==> config.mk <==
export PLATFORM = sky130hd
export DESIGN_NAME = segment_lcd_value_display
export DESIGN_NICKNAME = d
export VERILOG_FILES = /design/src/slcd_pkg.sv /design/src/slcd_front.sv /design/src/slcd_shadow.sv /design/src/slcd_emit.sv /design/src/segment_lcd_value_display.sv
export SDC_FILE = /design/constraint.sdc
export NUM_CORES = 2
export LEC_CHECK = 0
export BUFFER_PORTS_ARGS = -buffer_cell sky130_fd_sc_hd__buf_2
export CAP_MARGIN = 20
export CORE_ASPECT_RATIO = 1.1
export CORE_UTILIZATION = 64
export CTS_CLUSTER_DIAMETER = 150
export DETAILED_ROUTE_END_ITERATION = 7
export PLACE_DENSITY = 0.87
export SETUP_SLACK_MARGIN = 0.1
export SLEW_MARGIN = 20
export SYNTH_ARGS = -nofsm -noshare
export SYNTH_HDL_FRONTEND = slang
export SYNTH_SLANG_ARGS = --single-unit
export TNS_END_PERCENT = 30
==> constraint.sdc <==
create_clock -name clk_i -period 21.3 [get_ports clk_i]
set_input_delay 4.26 -clock clk_i [delete_from_list [all_inputs] [get_ports clk_i]]
set_output_delay 4.26 -clock clk_i [all_outputs]
set_load 0.02 [all_outputs]
==> src/slcd_pkg.sv <==
// Shared types, constants and helper functions for the segment LCD value display.
// Holds the command codes, the segment location tables and the BCD conversion step.
// No dependencies; every other file of the block imports this package.
package slcd_pkg;

  // segment memory geometry
  localparam int RegCount  = 14;
  localparam int RegIdxW   = 4;
  localparam int ByteW     = 8;

  // item field widths
  localparam int CmdW      = 3;
  localparam int ValW      = 35;
  localparam int MagW      = ValW - 1;
  localparam int BatW      = 24;

  // stream bus widths
  localparam int InTdataW  = 64;
  localparam int OutTdataW = 16;

  // display layout
  localparam int NumDigits = 5;
  localparam int NumSegs   = 7;
  localparam int NumPoints = NumDigits - 1;
  localparam int PointW    = 3;
  localparam int LvlW      = 3;

  // double-dabble conversion, DdStep input bits per pipeline stage
  localparam int DdStep    = 4;
  localparam int DdStages  = (MagW + DdStep - 1) / DdStep;
  localparam int DdInW     = DdStages * DdStep;
  localparam int BcdDigits = 11;
  localparam int BcdW      = 4 * BcdDigits;
  localparam int DigIdxW   = 4;

  typedef enum logic [CmdW-1:0] {
    CmdClear   = 3'd0,
    CmdShow    = 3'd1,
    CmdIconT3  = 3'd2,
    CmdIconT2  = 3'd3,
    CmdIconOff = 3'd4
  } cmd_e;

  typedef logic [RegCount-1:0][ByteW-1:0] regs_t;
  typedef logic [RegCount-1:0]            regmask_t;

  // one item on its way through the conversion pipeline
  typedef struct packed {
    logic [CmdW-1:0]   cmd;
    logic              skip;
    logic [PointW-1:0] point;
    logic [LvlW-1:0]   bat_lvl;
    logic [DdInW-1:0]  bits;
    logic [BcdW-1:0]   bcd;
  } conv_t;

  // register writes handed from the shadow to the emitter
  typedef struct packed {
    regs_t    data;
    regmask_t mask;
    logic     desc;
  } burst_t;

  // magnitude ranges that pick the decimal point position
  localparam logic [MagW-1:0] Lim1e5  = 34'd100000;
  localparam logic [MagW-1:0] Lim1e6  = 34'd1000000;
  localparam logic [MagW-1:0] Lim1e7  = 34'd10000000;
  localparam logic [MagW-1:0] Lim1e8  = 34'd100000000;
  localparam logic [MagW-1:0] Lim1e10 = 34'd10000000000;

  // battery thresholds: full scale 3700000, then 55 %, 30 % and 10 % of it
  localparam logic [BatW-1:0] BatFull = 24'd3700000;
  localparam logic [BatW-1:0] Bat55   = 24'd2035000;
  localparam logic [BatW-1:0] Bat30   = 24'd1110000;
  localparam logic [BatW-1:0] Bat10   = 24'd370000;

  // segment locations a..g for each digit, most significant digit first
  localparam logic [RegIdxW-1:0] SegReg [NumDigits][NumSegs] = '{
    '{4'd1, 4'd5, 4'd8, 4'd12, 4'd8, 4'd1, 4'd5},
    '{4'd1, 4'd4, 4'd8, 4'd11, 4'd8, 4'd1, 4'd4},
    '{4'd1, 4'd4, 4'd8, 4'd11, 4'd8, 4'd1, 4'd4},
    '{4'd0, 4'd4, 4'd7, 4'd11, 4'd7, 4'd0, 4'd4},
    '{4'd0, 4'd4, 4'd7, 4'd11, 4'd7, 4'd0, 4'd4}
  };
  localparam logic [2:0] SegBit [NumDigits][NumSegs] = '{
    '{3'd4, 3'd0, 3'd4, 3'd0, 3'd5, 3'd5, 3'd1},
    '{3'd2, 3'd6, 3'd2, 3'd6, 3'd3, 3'd3, 3'd7},
    '{3'd0, 3'd4, 3'd0, 3'd4, 3'd1, 3'd1, 3'd5},
    '{3'd6, 3'd2, 3'd6, 3'd2, 3'd7, 3'd7, 3'd3},
    '{3'd4, 3'd0, 3'd4, 3'd0, 3'd5, 3'd5, 3'd1}
  };

  // decimal points after digits one to four
  localparam logic [RegIdxW-1:0] RegPoint = 4'd11;
  localparam logic [2:0] PointBit [NumPoints] = '{3'd7, 3'd5, 3'd3, 3'd1};

  // battery gauge bars and frame
  localparam logic [RegIdxW-1:0] RegBar0  = 4'd0;
  localparam logic [RegIdxW-1:0] RegBar1  = 4'd3;
  localparam logic [RegIdxW-1:0] RegBar2  = 4'd7;
  localparam logic [RegIdxW-1:0] RegBar3  = 4'd10;
  localparam logic [2:0]         BitBar0  = 3'd0;
  localparam logic [2:0]         BitBar1  = 3'd4;
  localparam logic [2:0]         BitBar2  = 3'd0;
  localparam logic [2:0]         BitBar3  = 3'd4;
  localparam logic [2:0]         BitFrame = 3'd1;

  // icons
  localparam logic [RegIdxW-1:0] RegIconT2 = 4'd7;
  localparam logic [2:0]         BitIconT2 = 3'd3;
  localparam logic [RegIdxW-1:0] RegIconT3 = 4'd3;
  localparam logic [2:0]         BitIconT3 = 3'd7;

  // one double-dabble step: correct each digit, then shift in the next bit
  function automatic logic [BcdW-1:0] dd_shift(input logic [BcdW-1:0] bcd, input logic b);
    logic [BcdW-1:0] t;
    t = bcd;
    for (int d = 0; d < BcdDigits; d++) begin
      if (t[4*d +: 4] >= 4'd5) begin
        t[4*d +: 4] = t[4*d +: 4] + 4'd3;
      end
    end
    return {t[BcdW-2:0], b};
  endfunction

  // seven-segment patterns, bit 0 is segment a
  function automatic logic [NumSegs-1:0] glyph(input logic [3:0] digit);
    logic [NumSegs-1:0] g;
    case (digit)
      4'd0:    g = 7'h3F;
      4'd1:    g = 7'h06;
      4'd2:    g = 7'h5B;
      4'd3:    g = 7'h4F;
      4'd4:    g = 7'h66;
      4'd5:    g = 7'h6D;
      4'd6:    g = 7'h7D;
      4'd7:    g = 7'h07;
      4'd8:    g = 7'h7F;
      4'd9:    g = 7'h6F;
      default: g = 7'h00;
    endcase
    return g;
  endfunction

endpackage

==> src/slcd_front.sv <==
// Input register and binary-to-BCD conversion pipeline of the segment LCD display.
// Clamps the value, picks the point position and battery level, then converts
// the magnitude to decimal, DdStep bits per stage. Depends on slcd_pkg.
module slcd_front (
  input  logic                         clk_i,
  input  logic                         rst_ni,
  input  logic                         adv_i,
  input  logic                         in_valid_i,
  input  logic [slcd_pkg::CmdW-1:0]    in_cmd_i,
  input  logic [slcd_pkg::ValW-1:0]    in_value_i,
  input  logic [slcd_pkg::BatW-1:0]    in_bat_i,
  output logic                         out_valid_o,
  output slcd_pkg::conv_t              out_item_o
);
  import slcd_pkg::*;

  logic                in_vld_q;
  logic [CmdW-1:0]     cmd_q;
  logic [ValW-1:0]     value_q;
  logic [BatW-1:0]     bat_q;
  logic [DdStages-1:0] st_vld_q;
  conv_t               st_q [DdStages];
  conv_t               st_d [DdStages];
  conv_t               seed;
  logic [MagW-1:0]     mag;

  // DdStep conversion steps on one item
  function automatic conv_t dd_run(input conv_t c);
    conv_t r;
    r = c;
    for (int k = 0; k < DdStep; k++) begin
      r.bcd  = dd_shift(r.bcd, r.bits[DdInW-1]);
      r.bits = {r.bits[DdInW-2:0], 1'b0};
    end
    return r;
  endfunction

  // clamp, range and battery level decode of the registered item
  always_comb begin
    mag = value_q[ValW-1] ? '0 : value_q[MagW-1:0];
    seed.cmd  = cmd_q;
    seed.skip = (mag >= Lim1e10);
    if (mag < Lim1e5) begin
      seed.point = PointW'(0);
    end else if (mag < Lim1e6) begin
      seed.point = PointW'(1);
    end else if (mag < Lim1e7) begin
      seed.point = PointW'(2);
    end else if (mag < Lim1e8) begin
      seed.point = PointW'(3);
    end else begin
      seed.point = PointW'(4);
    end
    if (bat_q >= BatFull) begin
      seed.bat_lvl = LvlW'(4);
    end else if (bat_q >= Bat55) begin
      seed.bat_lvl = LvlW'(3);
    end else if (bat_q > Bat30) begin
      seed.bat_lvl = LvlW'(2);
    end else if (bat_q > Bat10) begin
      seed.bat_lvl = LvlW'(1);
    end else begin
      seed.bat_lvl = LvlW'(0);
    end
    seed.bits = DdInW'(mag);
    seed.bcd  = '0;
  end

  // next contents of every conversion stage
  always_comb begin
    st_d[0] = dd_run(seed);
    for (int j = 1; j < DdStages; j++) begin
      st_d[j] = dd_run(st_q[j-1]);
    end
  end

  // valid bits
  always_ff @(posedge clk_i or negedge rst_ni) begin
    if (!rst_ni) begin
      in_vld_q <= 1'b0;
      st_vld_q <= '0;
    end else if (adv_i) begin
      in_vld_q <= in_valid_i;
      st_vld_q <= {st_vld_q[DdStages-2:0], in_vld_q};
    end
  end

  // payload
  always_ff @(posedge clk_i) begin
    if (adv_i) begin
      cmd_q   <= in_cmd_i;
      value_q <= in_value_i;
      bat_q   <= in_bat_i;
      for (int j = 0; j < DdStages; j++) begin
        st_q[j] <= st_d[j];
      end
    end
  end

  assign out_valid_o = st_vld_q[DdStages-1];
  assign out_item_o  = st_q[DdStages-1];

endmodule

==> src/slcd_shadow.sv <==
// Segment memory shadow of the segment LCD display.
// Applies one converted item to the shadow and builds the set of register writes.
// Depends on slcd_pkg.
module slcd_shadow (
  input  logic                 clk_i,
  input  logic                 rst_ni,
  input  logic                 load_i,
  input  slcd_pkg::conv_t      item_i,
  output slcd_pkg::burst_t     burst_o
);
  import slcd_pkg::*;

  regs_t               shadow_q;
  regs_t               shadow_d;
  regs_t               sh;
  logic [DigIdxW-1:0]  didx;
  logic [3:0]          digit;
  logic [NumSegs-1:0]  g;
  logic [3:0]          bars;

  // new shadow contents and the writes they cause
  always_comb begin
    sh            = shadow_q;
    shadow_d      = shadow_q;
    burst_o.data  = '0;
    burst_o.mask  = '0;
    burst_o.desc  = 1'b0;
    didx          = '0;
    digit         = '0;
    g             = '0;
    bars          = '0;
    unique case (item_i.cmd) inside
      CmdClear: begin
        burst_o.mask = '1;
      end
      CmdShow: begin
        // digits and decimal points
        if (!item_i.skip) begin
          for (int i = 0; i < NumDigits; i++) begin
            didx  = DigIdxW'(item_i.point) + DigIdxW'(NumDigits - 1 - i);
            digit = item_i.bcd[4*didx +: 4];
            g     = glyph(digit);
            for (int s = 0; s < NumSegs; s++) begin
              sh[SegReg[i][s]][SegBit[i][s]] = g[s];
              burst_o.mask[SegReg[i][s]]     = 1'b1;
            end
          end
          for (int i = 0; i < NumPoints; i++) begin
            sh[RegPoint][PointBit[i]] = (item_i.point == PointW'(i));
          end
          burst_o.mask[RegPoint] = 1'b1;
        end
        // battery gauge, frame stays as it was when no bar is lit
        for (int b = 0; b < 4; b++) begin
          bars[b] = (item_i.bat_lvl > LvlW'(b));
        end
        sh[RegBar0][BitBar0] = bars[0];
        sh[RegBar1][BitBar1] = bars[1];
        sh[RegBar2][BitBar2] = bars[2];
        sh[RegBar3][BitBar3] = bars[3];
        if (bars[0]) begin
          sh[RegBar0][BitFrame] = 1'b1;
        end
        burst_o.mask[RegBar0] = 1'b1;
        burst_o.mask[RegBar1] = 1'b1;
        burst_o.mask[RegBar2] = 1'b1;
        burst_o.mask[RegBar3] = 1'b1;
        burst_o.data = sh;
        shadow_d     = sh;
      end
      CmdIconT3, CmdIconT2, CmdIconOff: begin
        sh[RegIconT2][BitIconT2]  = (item_i.cmd == CmdIconT2);
        sh[RegIconT3][BitIconT3]  = (item_i.cmd == CmdIconT3);
        burst_o.mask[RegIconT2]   = 1'b1;
        burst_o.mask[RegIconT3]   = 1'b1;
        burst_o.desc              = 1'b1;
        burst_o.data              = sh;
        shadow_d                  = sh;
      end
      default: begin
      end
    endcase
  end

  // shadow register
  always_ff @(posedge clk_i or negedge rst_ni) begin
    if (!rst_ni) begin
      shadow_q <= '0;
    end else if (load_i) begin
      shadow_q <= shadow_d;
    end
  end

endmodule

==> src/slcd_emit.sv <==
// Write serializer and output register of the segment LCD display.
// Holds one item's register writes and sends them one per cycle on the result bus while the receiver is ready.
// Depends on slcd_pkg.
module slcd_emit (
  input  logic                          clk_i,
  input  logic                          rst_ni,
  input  logic                          load_i,
  input  slcd_pkg::burst_t              burst_i,
  output logic                          free_o,
  output logic                          out_valid_o,
  input  logic                          out_ready_i,
  output logic [slcd_pkg::RegIdxW-1:0]  out_index_o,
  output logic [slcd_pkg::ByteW-1:0]    out_data_o,
  output logic                          out_last_o
);
  import slcd_pkg::*;

  regs_t               data_q;
  regmask_t            mask_q;
  logic                desc_q;
  regmask_t            rest;
  logic [RegIdxW-1:0]  pick;
  logic                found;
  logic                step;
  logic                vld_q;
  logic [RegIdxW-1:0]  index_q;
  logic [ByteW-1:0]    byte_q;
  logic                last_q;

  // next register to write: lowest pending, or highest for icon items
  always_comb begin
    pick  = '0;
    found = 1'b0;
    for (int i = 0; i < RegCount; i++) begin
      if (mask_q[i] && (desc_q || !found)) begin
        pick  = RegIdxW'(i);
        found = 1'b1;
      end
    end
    rest       = mask_q;
    rest[pick] = 1'b0;
    step       = found && (!vld_q || out_ready_i);
  end

  // control
  always_ff @(posedge clk_i or negedge rst_ni) begin
    if (!rst_ni) begin
      mask_q <= '0;
      vld_q  <= 1'b0;
    end else begin
      if (load_i) begin
        mask_q <= burst_i.mask;
      end else if (step) begin
        mask_q <= rest;
      end
      if (step) begin
        vld_q <= 1'b1;
      end else if (out_ready_i) begin
        vld_q <= 1'b0;
      end
    end
  end

  // payload
  always_ff @(posedge clk_i) begin
    if (load_i) begin
      data_q <= burst_i.data;
      desc_q <= burst_i.desc;
    end
    if (step) begin
      index_q <= pick;
      byte_q  <= data_q[pick];
      last_q  <= (rest == '0);
    end
  end

  assign free_o      = (mask_q == '0);
  assign out_valid_o = vld_q;
  assign out_index_o = index_q;
  assign out_data_o  = byte_q;
  assign out_last_o  = last_q;

endmodule

==> src/segment_lcd_value_display.sv <==
// Segment LCD value display, top level.
// Slave stream: one item per command; tuser carries the command, tdata the value
// in ten-thousandths and the battery reading. Master stream: one item per segment
// register write, tdata carries register index and byte, tlast marks the final
// write of a command.
// An accepted item passes the input register and the 9-stage BCD conversion
// pipeline, then loads the write buffer, whose output register puts its writes
// on the result bus. The slave side takes one item per cycle while the pipeline
// can move. Each item then holds the write buffer until its writes have left it:
// show value 10 writes (4 when the digits are skipped), clear 14, icon 2, unknown
// none. The single write port of the result bus sets the sustained rate.
// Reset empties the pipeline and the write buffer and clears the 14-byte shadow.
// When the receiver stalls, the output register holds its write, the buffer and
// then the pipeline fill, and tready drops once the last stage is occupied.
// Depends on slcd_pkg, slcd_front, slcd_shadow and slcd_emit.
module segment_lcd_value_display (
  input  logic                             clk_i,
  input  logic                             rst_ni,
  input  logic                             s_axis_tvalid,
  output logic                             s_axis_tready,
  // [34:0] value_e4, [58:35] battery_level, [63:59] zero
  input  logic [slcd_pkg::InTdataW-1:0]    s_axis_tdata,
  // [2:0] command
  input  logic [slcd_pkg::CmdW-1:0]        s_axis_tuser,
  output logic                             m_axis_tvalid,
  input  logic                             m_axis_tready,
  // [3:0] reg_index, [11:4] reg_data, [15:12] zero
  output logic [slcd_pkg::OutTdataW-1:0]   m_axis_tdata,
  output logic                             m_axis_tlast
);
  import slcd_pkg::*;

  logic               adv;
  logic               load;
  logic               front_valid;
  conv_t              front_item;
  burst_t             burst;
  logic               emit_free;
  logic [RegIdxW-1:0] out_index;
  logic [ByteW-1:0]   out_data;

  // pipeline moves when its last stage is empty or hands over to the buffer
  assign load          = front_valid && emit_free;
  assign adv           = !front_valid || load;
  assign s_axis_tready = adv;

  slcd_front u_front (
    .clk_i       (clk_i),
    .rst_ni      (rst_ni),
    .adv_i       (adv),
    .in_valid_i  (s_axis_tvalid),
    .in_cmd_i    (s_axis_tuser),
    .in_value_i  (s_axis_tdata[ValW-1:0]),
    .in_bat_i    (s_axis_tdata[ValW +: BatW]),
    .out_valid_o (front_valid),
    .out_item_o  (front_item)
  );

  slcd_shadow u_shadow (
    .clk_i   (clk_i),
    .rst_ni  (rst_ni),
    .load_i  (load),
    .item_i  (front_item),
    .burst_o (burst)
  );

  slcd_emit u_emit (
    .clk_i       (clk_i),
    .rst_ni      (rst_ni),
    .load_i      (load),
    .burst_i     (burst),
    .free_o      (emit_free),
    .out_valid_o (m_axis_tvalid),
    .out_ready_i (m_axis_tready),
    .out_index_o (out_index),
    .out_data_o  (out_data),
    .out_last_o  (m_axis_tlast)
  );

  // result bus packing
  assign m_axis_tdata = {{(OutTdataW - RegIdxW - ByteW){1'b0}}, out_data, out_index};

endmodule
; Yosys cells after proc, flatten, opt, wreduce, memory -nomap -nowiden
; Memory sizes are Yosys's and may differ from the RTL's.
; Index checks and enable logic that the tools add are counted.
[op_classes]
addsub = 357
eq_ne = 7
bitwise_logic = 4
n_lt_le_gt_ge = 368
n_reduce_logical = 56
shifts = 5
muxes = 414
[ops]
columns = operator, count
row1 = $ge A4 B3 Y1 const B, 352
row2 = $mux W4, 326
row3 = $add A4 B2 Y4 const B, 320
row4 = $pmux W97 S2, 2
row5 = $shiftx A44 B7 Y4, 4
row6 = $mux W3, 42
row7 = $add A3 B2 Y3 const B, 32
row8 = $shiftx A44 B6 Y4, 1
row9 = $ge A34 B34 Y1 const B, 1
row10 = $lt A34 B17 Y1 const B, 1
row11 = $lt A34 B20 Y1 const B, 1
row12 = $lt A34 B24 Y1 const B, 1
row13 = $lt A34 B27 Y1 const B, 1
row14 = $mux W34, 1
row15 = $bmux W8 S4, 1
row16 = $mux W10, 3
row17 = $logic_not A14 Y1, 2
row18 = $mux W14, 2
row19 = $mux W1, 25
row20 = $ge A24 B21 Y1 const B, 1
row21 = $ge A24 B22 Y1 const B, 1
row22 = $gt A24 B19 Y1 const B, 1
row23 = $gt A24 B21 Y1 const B, 1
row24 = $logic_and A1 B1 Y1, 16
row25 = other kinds (29), 73
[word_totals]
ff_bits = 259
ram_bits = 774
romBits = 560
wordCells = 1254
memories = 6
[memory_table]
columns = memory, words, word_bits, read_ports, rd_ports_with_merged_regs, wr, line_no
row1 = u_front.st_q, 9, 86, 9, 0, 9, slcd_front.sv:22  ; conv_t st_q [DdStages];
row2 = (name not given), 16, 7, 1, 0, 0, slcd_pkg.sv:129  ; case (digit)
row3 = (name not given), 16, 7, 1, 0, 0, slcd_pkg.sv:129
row4 = (name not given), 16, 7, 1, 0, 0, slcd_pkg.sv:129
row5 = (name not given), 16, 7, 1, 0, 0, slcd_pkg.sv:129
row6 = (name not given), 16, 7, 1, 0, 0, slcd_pkg.sv:129

; Longest topological paths before layout
[logic_depth]
word_depth = 61
mapped_depth = 23
ltp_nobuf = 23

; Modules after synthesis
; Synthesis repeated with hierarchy kept, for this count alone.
[unflattened]
cells_unflattened = 4700
area_unflattened_um2 = 46966.3
[modules_own_cells]
columns = mod, seq_area_each_um2, instances, cells_per_inst, area_per_inst_um2
row1 = slcd_front, 15414.8, 1, 3680, 35876.9
row2 = slcd_emit, 4159.0, 1, 449, 6109.6
row3 = slcd_shadow, 1151.1, 1, 564, 4933.5
row4 = segment_lcd_value_display, 0.0, 1, 7, 46.3

; Least setup slack after synthesis
; No wires, ideal clock.
[synth_path]
kind = reg-to-output
start = reg u_emit.mask_q[8]
end = out s_axis_tready
arrival_time_ns = 15.554
path_slack_ns = 1.486
stages_incl_launch_ff = 7
required_ns = 17.040
cell_sequence = dfrtp_1 or4_1 clkbuf_1 nor3_2 nand3_1 nand2_1 clkbuf_1
[synth_between]
elab_chain_len = 3
[synth_rtl]
columns = element, line_no
row1 = "start, declared", slcd_emit.sv:19  ; regmask_t mask_q;
row2 = "start signal, assigned", slcd_emit.sv:52  ; mask_q <= burst_i.mask;
row3 = "start signal, assigned", slcd_emit.sv:54  ; mask_q <= rest;
row4 = $logic_not A14 Y1, slcd_emit.sv:77  ; assign free_o = (mask_q == '0);
row5 = $logic_and A1 B1 Y1, segment_lcd_value_display.sv:43  ; assign load = front_valid && emit_free;
row6 = $logic_or A1 B1 Y1, segment_lcd_value_display.sv:44  ; assign adv = !front_valid || load;
row7 = "end, declared", segment_lcd_value_display.sv:20  ; output logic s_axis_tready,
; Every way passes these cells.

; Worst setup path in the final report
; Ends and elaborated chain as after synthesis.

==> results_dict.tcl <==
set metrics [dict create \
    dp_hpwl_microns 55500 \
    synth_area_leaders "edfxtp_1, ha_1, mux2i_1" \
    grt_pass1_wl_microns 132000 \
    ys.flop_type "edfxtp_1" \
    nets 4690 \
    rows 99 \
    cts.sinks 636 \
    h-tree-depth 3 \
    ant_nets 0 \
    hold_viol_final 0 \
    path_class "flop to primary output" \
    drive_gt1_share_pct 9.84 \
    post-route-drc-count 0 \
    ys_types 97 \
    grt_antenna_before_repair 0 \
    min_path_type "flop to flop" \
    grtUsageTotal_pct 22.7 \
    insertion_delay_ps 640 \
    reg2regPathDepth 7 \
    rsz0062_at_grt "no" \
    grt_max_degree 180 \
    synth.ff_latch_count 636 \
    synth_most_common_cell "edfxtp_1" \
    io_pins 90 \
    end_kind "primary output" \
    wl_per_cell_microns 15.2 \
    coreArea_sq_um 66600 \
    status "completed" \
    crit_chain "or4_1 -> nor3_2 -> nand3_1 -> nand2_4 -> buf_2" \
    grt-ovfl-total 0 \
    grt_pass1_vias 29700 \
    max-cap-violations 0 \
    vias 30300 \
    slew_headroom_pct 35.3 \
    clock_skew_ps 37.5 \
    fin_crit_sh_pct 35.4 \
    antenna_cells 0 \
    slew_viol_final 0 \
    async_reset_ff_share_pct 11.2 \
    synth_top_cell_by_area "edfxtp_1" \
    max_stage_delay_ps 680 \
    postSynthCellCount 4141 \
    cts_buffers 70 \
    hold_depth 0 \
    fmax_mhz 133 \
    synth_top_area_share_pct 39.2 \
    gp_congestion 0.896 \
    clockRootBuffer "clkbuf_16" \
    cp_slowest_cell "nand2_4" \
    areaGrowthSynthToFinish_pct 8.25 \
    viasPerCell 5.89 \
    synth_edf_count 565 \
    die-area_sq_um 68700 \
    yosys-top-cells-count "edfxtp_1, inv_1, ha_1" \
    path_clk_slew_ps 60 \
    crit_path_start_kind "flop" \
    arrival_ps 3280 \
    routed_wl_microns 78400 \
    yosysWarningCount 0 \
    hold_buffers 0 \
    die_h_microns 275 \
    fin_setup_tns_ps 0 \
    cts_setup_buffers 0 \
    synth-seq-area-share_pct 43.3 \
    drt_iter0_drc 1640 \
    cts_resized 0 \
    worst_pin_slew_ps 970 \
    start_util_pct 64.9 \
    drt-pass1-iter-count 5 \
    synthesis.area_sq_um 43300 \
    crit_required_ps 17040 \
    cts_buffer_depth 3 \
    syn-mean-instance-area_sq_um 10.5 \
    setup_violations 0 \
    cts_tree "done" \
    fin_crit_ps 7540 \
    cp_max_fo 61 \
    io_buffers 80 \
    die_x_microns 250 \
]
final timing paths:
kind / startpoint / to / slack [ps]
worst max-delay path: u_emit.mask_q[8] / s_axis_tready / 13760
worst min-delay path: u_front.st_q[0][255] / u_front.st_q[0][341] / 400
worst max register to register: u_emit.mask_q[8] / u_front.st_q[0][433] / 16030
worst min register to register: u_front.st_q[0][255] / u_front.st_q[0][341] / 400
max in group asynchronous: rst_ni / u_shadow.shadow_q[56] / 16800
min in group asynchronous: rst_ni / u_shadow.shadow_q[63] / 3840
sequential cells by signal, summed over array words and instances (netlist names):
signal	count
u_front.bat_q	24
u_emit.out_last_o	1
u_emit.desc_q	1
u_emit.mask_q	14
u_front.value_q	35
u_shadow.shadow_q	46
u_front.st_q	443
u_front.st_vld_q	9
u_emit.out_data_o	8
u_front.in_vld_q	1
u_emit.out_index_o	4
u_emit.out_valid_o	1
u_front.cmd_q	3
u_emit.data_q	46
stage by stage:
step	hold WS, ps	utilization [%]	instances	setup slack, ps	instance area [sq um]
after floorplan	400	-	4144	1490	43300
after detailed placement	405	66.9	5017	14370	44600
after CTS	409	70.3	5145	13690	46800
after global routing	414	70.3	5145	13600	46800
after global placement	400	66.9	5017	14400	44600
final	401	70.3	5145	13760	46800
placed cells by master (no fill, tap or decap), types with 52 or more instances in the layout:
| cell | n |
|---|---|
| nor2b_1 | 153 |
| edfxtp_1 | 565 |
| a211oi_1 | 52 |
| dfrtp_1 | 71 |
| inv_1 | 405 |
| mux2i_1 | 245 |
| xnor2_1 | 122 |
| nand2_1 | 311 |
| clkbuf_16 | 71 |
| nor3_1 | 75 |
| o21ai_0 | 252 |
| a21oi_1 | 188 |
| buf_2 | 80 |
| mux2_2 | 117 |
| nand2b_1 | 144 |
| ha_1 | 388 |
| nor2_1 | 246 |
worst max-delay path: cells and delay by family, from the launching register on:
kind,cells,cell delay (ps)
flops,1,450
buf+inv,1,300
simple gates,4,1890
routing by layer:
layer / global-route usage, % / share of wire (%) / vias up
li1: - / - / 15200
met1: 24.2 / 39 / 14400
met2: 45.1 / 55 / 549
met3: 2.72 / 3.3 / 160
met4: 9.20 / 3.2 / 0
met5: 0 / 0 / -
area by class of cell:
cell class / count / area (sq um)
well taps: 858 / 1070
clock buffers: 84 / 1850
fillers: 4655 / 19800
inverters: 407 / 1530
repair buffers: 95 / 538
flip-flops and latches: 636 / 18700
multi-input cells: 3021 / 22700
clock inverters: 44 / 423
logic make-up after synthesis:
family / after synthesis / synth area share, %
buffers and inverters: 487 / 4.30
DFF: 636 / 43.3
adders and majority gates: 389 / 11.2
muxes: 392 / 10.2
AOI/OAI and AO/OA: 948 / 14.4
xor gates and xnor gates: 155 / 3.14
other: 1 / 0.00867
and+or+nand+nor: 1133 / 13.3
Power is not shown: default switching activity piles up to over one toggle a cycle in this logic, so the estimate is an artifact.
